### src/design/iir_df2t_pkg.sv
// Shared widths, command and register codes, and control types for the
// DF2T IIR filter. No dependencies; used by every module of the block.

package iir_df2t_pkg;

   localparam int TAPS_DEFAULT = 4;

   localparam int SAMPLE_W = 16;
   localparam int COEF_W   = 16;
   localparam int STATE_W  = 40;
   localparam int PROD_W   = 2 * COEF_W;
   localparam int ACC_W    = STATE_W + 2;
   localparam int FRAC_W   = 13;

   localparam int B_REG_W   = 64;
   localparam int A_REG_W   = 48;
   localparam int LEN_REG_W = 3;
   localparam int CSR_W     = 64;
   localparam int CSR_IDX_W = 2;
   localparam int CMD_W     = 2;
   localparam int IDX_W     = 2;

   localparam logic [B_REG_W-1:0]   B_RESET   = B_REG_W'(8192);
   localparam logic [A_REG_W-1:0]   A_RESET   = '0;
   localparam logic [LEN_REG_W-1:0] LEN_RESET = LEN_REG_W'(1);

   localparam logic [CMD_W-1:0] CMD_FILTER = 2'd0;
   localparam logic [CMD_W-1:0] CMD_WRITE  = 2'd1;
   localparam logic [CMD_W-1:0] CMD_READ   = 2'd2;

   localparam logic [CSR_IDX_W-1:0] CSR_B_COEFFS      = 2'd0;
   localparam logic [CSR_IDX_W-1:0] CSR_A_COEFFS      = 2'd1;
   localparam logic [CSR_IDX_W-1:0] CSR_FILTER_LENGTH = 2'd2;

   typedef struct packed {
      logic capture;
      logic mac_en;
      logic update_en;
   } ctrl_cmd_type;

endpackage

### src/design/iir_df2t_ctrl.sv
// Sequencer for the DF2T IIR filter: capture, output multiply, state update.
// Depends on iir_df2t_pkg; drives the command struct into iir_df2t_datapath.

module iir_df2t_ctrl (
   input  logic                        clock,
   input  logic                        reset,
   input  logic                        req_valid,
   output logic                        req_stall,
   output logic                        rsp_valid,
   input  logic                        rsp_stall,
   output iir_df2t_pkg::ctrl_cmd_type  dp_cmd
);

   localparam logic [1:0] ST_IDLE = 2'd0;
   localparam logic [1:0] ST_MAC  = 2'd1;
   localparam logic [1:0] ST_UPD  = 2'd2;

   logic [1:0] state_ff, state_in;
   logic       rsp_valid_ff, rsp_valid_in;
   logic       upd_go;
   logic       accept;

   assign upd_go    = (state_ff == ST_UPD) && !(rsp_valid_ff && rsp_stall);
   assign req_stall = !((state_ff == ST_IDLE) || upd_go);
   assign accept    = req_valid && !req_stall;

   assign dp_cmd.capture   = accept;
   assign dp_cmd.mac_en    = (state_ff == ST_MAC);
   assign dp_cmd.update_en = upd_go;

   assign rsp_valid    = rsp_valid_ff;
   assign rsp_valid_in = upd_go || (rsp_valid_ff && rsp_stall);

   always_comb begin
      state_in = state_ff;
      case (state_ff)
         ST_IDLE: begin
            if (accept) state_in = ST_MAC;
         end
         ST_MAC: begin
            state_in = ST_UPD;
         end
         ST_UPD: begin
            if (upd_go) state_in = accept ? ST_MAC : ST_IDLE;
         end
         default: begin
            state_in = ST_IDLE;
         end
      endcase
   end

   always_ff @(posedge clock) begin
      if (reset) begin
         state_ff     <= ST_IDLE;
         rsp_valid_ff <= 1'b0;
      end else begin
         state_ff     <= state_in;
         rsp_valid_ff <= rsp_valid_in;
      end
   end

endmodule

### config.mk
export PLATFORM = sky130hd
export DESIGN_NAME = iir_df2t_ctrl
export DESIGN_NICKNAME = d
export VERILOG_FILES = /design/src/design/iir_df2t_pkg.sv /design/src/design/iir_df2t_ctrl.sv
export SDC_FILE = /design/constraint.sdc
export NUM_CORES = 1
export LEC_CHECK = 0
export BUFFER_PORTS_ARGS = -buffer_cell sky130_fd_sc_hd__buf_2
export CAP_MARGIN = 20
export CORE_AREA = 2 2 39 41
export DETAILED_ROUTE_END_ITERATION = 16
export DIE_AREA = 0 0 41 43
export RECOVER_POWER = 25
export SLEW_MARGIN = 20
export SYNTH_ARGS = -nofsm -noshare
export SYNTH_HDL_FRONTEND = slang
export SYNTH_SLANG_ARGS = --single-unit
### constraint.sdc
create_clock -name clock -period 0.85 [get_ports clock]
set_input_delay 0.17 -clock clock [delete_from_list [all_inputs] [get_ports clock]]
set_output_delay 0.17 -clock clock [all_outputs]
set_load 0.1 [all_outputs]
Word-level counts from Yosys, hierarchy flattened. Cells that the tools add are included.

$lt $le $gt $ge: 0. Equal/unequal tests: 4. Multiply operators: 0. Shift operators: 0. Bitwise gates (word level): 0. Reduce and logical (&&, ||, !) cells: 9. Add/subtract/negate cells: 0. Divide/modulo/power cells: 0. Mux-type cells: 4.

Operators with widths (number): case mux 2 bit (3 select lines) (1); 2-to-1 mux 2 bit (2); != test 2 bit (second input constant) (2); logical AND 1 bit (3); equality test 2 x 1 -> 1 bit (second input constant) (1); equality test 2 bit (second input constant) (1); logical NOT 1 bit (2); logical NOT 2 bit (1); logical OR 1 bit (2); AND reduction 2 bit (1); 2-to-1 mux 1 bit (1).

Memories kept: 0. Register bits after elaboration: 3. Bits in latches: 0. Input port bits: 4. Bits in writable memories: 0. Logic and storage cells: 19. Output and inout bits: 5. Bits in read-only memories: 0.

Depth between registers and ports, before layout.
Depth in word-level cells: 8. Gate-level depth with buffers: 3. Depth with buffers taken out: 2.

Least setup slack after synthesis. OpenSTA, ideal clock, no wires.

Kind: register to output. Start: register rsp_valid_ff (netlist: rsp_valid). End: output port req_stall. Required time: 0.680 ns. Path buffers: 0. Data arrival time: 1.664 ns. Slack: -0.984 ns. Stages on the path, launching flop included: 2. Path through: dfxtp_1 > a31o_2.

Word-level cells in the longest chain between the ends: 5.

Ends and longest elaborated chain: start: declaration (RTL line iir_df2t_ctrl.sv:19) `logic rsp_valid_ff, rsp_valid_in;`; start signal: assignment (RTL line iir_df2t_ctrl.sv:58) `rsp_valid_ff <= rsp_valid_in;`; logical AND 1 bit (RTL line iir_df2t_ctrl.sv:23) `assign upd_go = (state_ff == ST_UPD) && !(rsp_valid_ff && rsp_stall);`; logical NOT 1 bit (RTL line iir_df2t_ctrl.sv:23); logical AND 1 bit (RTL line iir_df2t_ctrl.sv:23); logical OR 1 bit (RTL line iir_df2t_ctrl.sv:24) `assign req_stall = !((state_ff == ST_IDLE) || upd_go);`; logical NOT 1 bit (RTL line iir_df2t_ctrl.sv:24); end: declaration (RTL line iir_df2t_ctrl.sv:8) `output logic req_stall,`.

No other way between the ends.

==> flow_summary.yaml <==
run_status:
  status: "finished with violations"
  violations: "negative setup slack"
finish:
  syn_to_final_growth_pct: 163
  utilization_pct: 32.3
  mostFrequentLayoutCells: "5 x buf_12, 5 x buf_4, 4 x clkbuf_4"
  antennaDiodeCount: 0
  drive_gt1_share_pct: 91.7
  num-nets-final: 41
  finalNonFillerCells: 52
sta:
  fin_crit_sh_pct: 146
  period_minus_slack_ns: 1.24
  fin_ws_ns: -0.395
  whs_ns: 0.144
  clock.fmax_mhz: 804
  final_hold_viol_count: 0
  tightest_slew_ns: 0.191
  skew_ns: 0.00125
  slew_violations: 0
  relSlewSlack_pct: 87.3
  rsz0062_at_grt: "yes"
  setup_viol: 7
worst_setup_path:
  ff2ff_path_depth: 4
  critical_path.max_stage_delay_ns: 0.36
  crit_chain: "buf_4, a31oi_4, buf_12"
  cp.depth: 3
  crit_fanout: 4
  cp_top_family: "flip-flops"
  worstReg2RegEnd: "state_ff[1]"
  crit_path_end: "dp_cmd[2]"
  cp-start-kind: "flop"
  crit_arrival_ns: 1.07
  critPathCaptureType: "primary output"
  cp.buffers_inverters: 2
  path_class: "flop to primary output"
  crit_slowest_cell: "dfxtp_4"
  worstPathRequired_ns: 0.68
  reg2reg_from: "state_ff[1]"
  rrSetupSlack_ns: -0.05
  cp-startpoint: "state_ff[1]"
global_routing:
  grt_usage_pct: 8.13
  overflow: 0
  grt_max_degree: 6
  antenna_found_initial: 0
  grt_first_pass_wirelength_um: 869
  grt_pass1_vias: 233
power:
  finalPower_uw: 651
  p_leak_nw: 0.182
  power.density_nw_per_um2: 1460
  vdd_drop_max_uv: 507
drt:
  vias: 190
  wirelength_um: 495
  wl_per_cell_um: 9.52
  dr.pass1.iters: 1
  drc_errors: 0
  viasPerCell: 3.65
  initialDrtViolationCount: 0
  ant_nets: 0
place:
  place_ws_ns: -0.231
  place_inst: 46
  io_buffer_count: 8
  place_hpwl_um: 328
  place.gp.congestion: 0.726
clocking:
  cts_max_path_buffers: 2
  path_clk_slew_ns: 0.04
  cts_buffers: 3
  clock_sinks: 3
  cts_tree: "done"
  clock_latency_ns: 0.23
  h-tree-depth: 1
  cts_root_buf: "clkbuf_4"
die:
  fp.dieH_um: 43
  dieWidth_um: 41
  core_sq_um: 1380
  fp-row-count: 14
  start_util_pct: 12.3
  design.die.area_sq_um: 1760
  io_pins: 9
synth:
  seq_area_frac_synth_pct: 35.3
  ys_ff_latch: 3
  synthCells: 18
  syn_area_per_cell_sq_um: 9.45
  syn_area_sq_um: 170
  synth.distinct_cells: 11
  synth_fp_nets: 22
  synth_warnings: 0
flow_run:
  max_cap_viol_count: 0
hold_path:
  hold_class: "primary input to flop"
layout make-up:
type | count | area (sq um)
multi-input cells | 11 | 134
fillers | 152 | 937
clock buffers | 4 | 26.3
well taps | 16 | 20.0
inverters | 1 | 3.75
flip-flops and latches | 3 | 68.8
repair buffers | 17 | 194
worst min path at each step:
stage	end	slack [ns]	start	depth (start not counted)
finish	rsp_valid	0.14	reset	2
floorplan	rsp_valid	0.23	reset	1
CTS	state_ff[1]	0.13	reset	2
global route	state_ff[1]	0.13	reset	2
global placement	rsp_valid	0.37	reset	2
detailed placement	rsp_valid	0.37	reset	2
what timing repair did:
action                     in CTS  in global routing
buffers inserted                3                  0
pin swaps                       2                  1
hold buffers                    0                  0
hold endpoints to repair        0                  0
resized for setup               9                  2
setup endpoints to repair       7                  8
cell families (layout without fill, tap and decap cells):
family / count (synthesis) / after routing / share of synthesized area (%)
flops: 3 / 3 / 35.3
simple gates: 5 / 5 / 22.8
compound gates: 6 / 6 / 26.5
buf+inv: 4 / 22 / 15.4
worst reg2reg max path, cell delays in order, from the launching register on:
cell and delay, ns:
dfxtp_4 0.36, buf_6 0.11, nand2b_4 0.13, buf_6 0.11, a21oi_2 0.12
cells in the mapped netlist:
library cell  instances  area share, %
a21oi_1               3            8.8
a311oi_2              1            8.8
a31o_2                1            5.1
a31oi_1               1            3.7
buf_4                 3             13
dfxtp_1               3             35
inv_1                 1            2.2
nand2_1               1            2.2
nand2b_1              2            7.4
nand2b_4              1            8.1
nand4b_1              1            5.1
state kept, by name, summed over array words and instances (netlist names):
name       cells
rsp_valid      1
state_ff       2
layer usage:
layer	track usage [%]	wire, um
met1	5.14	132
met2	14.7	332
met3	3.14	29
met4	8.00	0
met5	0	0
through the flow:
stage	area, sq um	setup TNS (ns)
final	447	-1.84
after CTS	447	-1.97
after global placement	357	-0.832
after global routing	447	-2.12
after detailed placement	357	-0.851
after floorplan	211	-0.748
where the power goes:
group	internal, mW	total (mW)	switching, mW
Clock	0.176	0.249	0.0732
Sequential	0.145	0.155	0.0102
Combinational	0.108	0.247	0.139
Total	0.429	0.651	0.222
(Power assumes the default switching activity.)
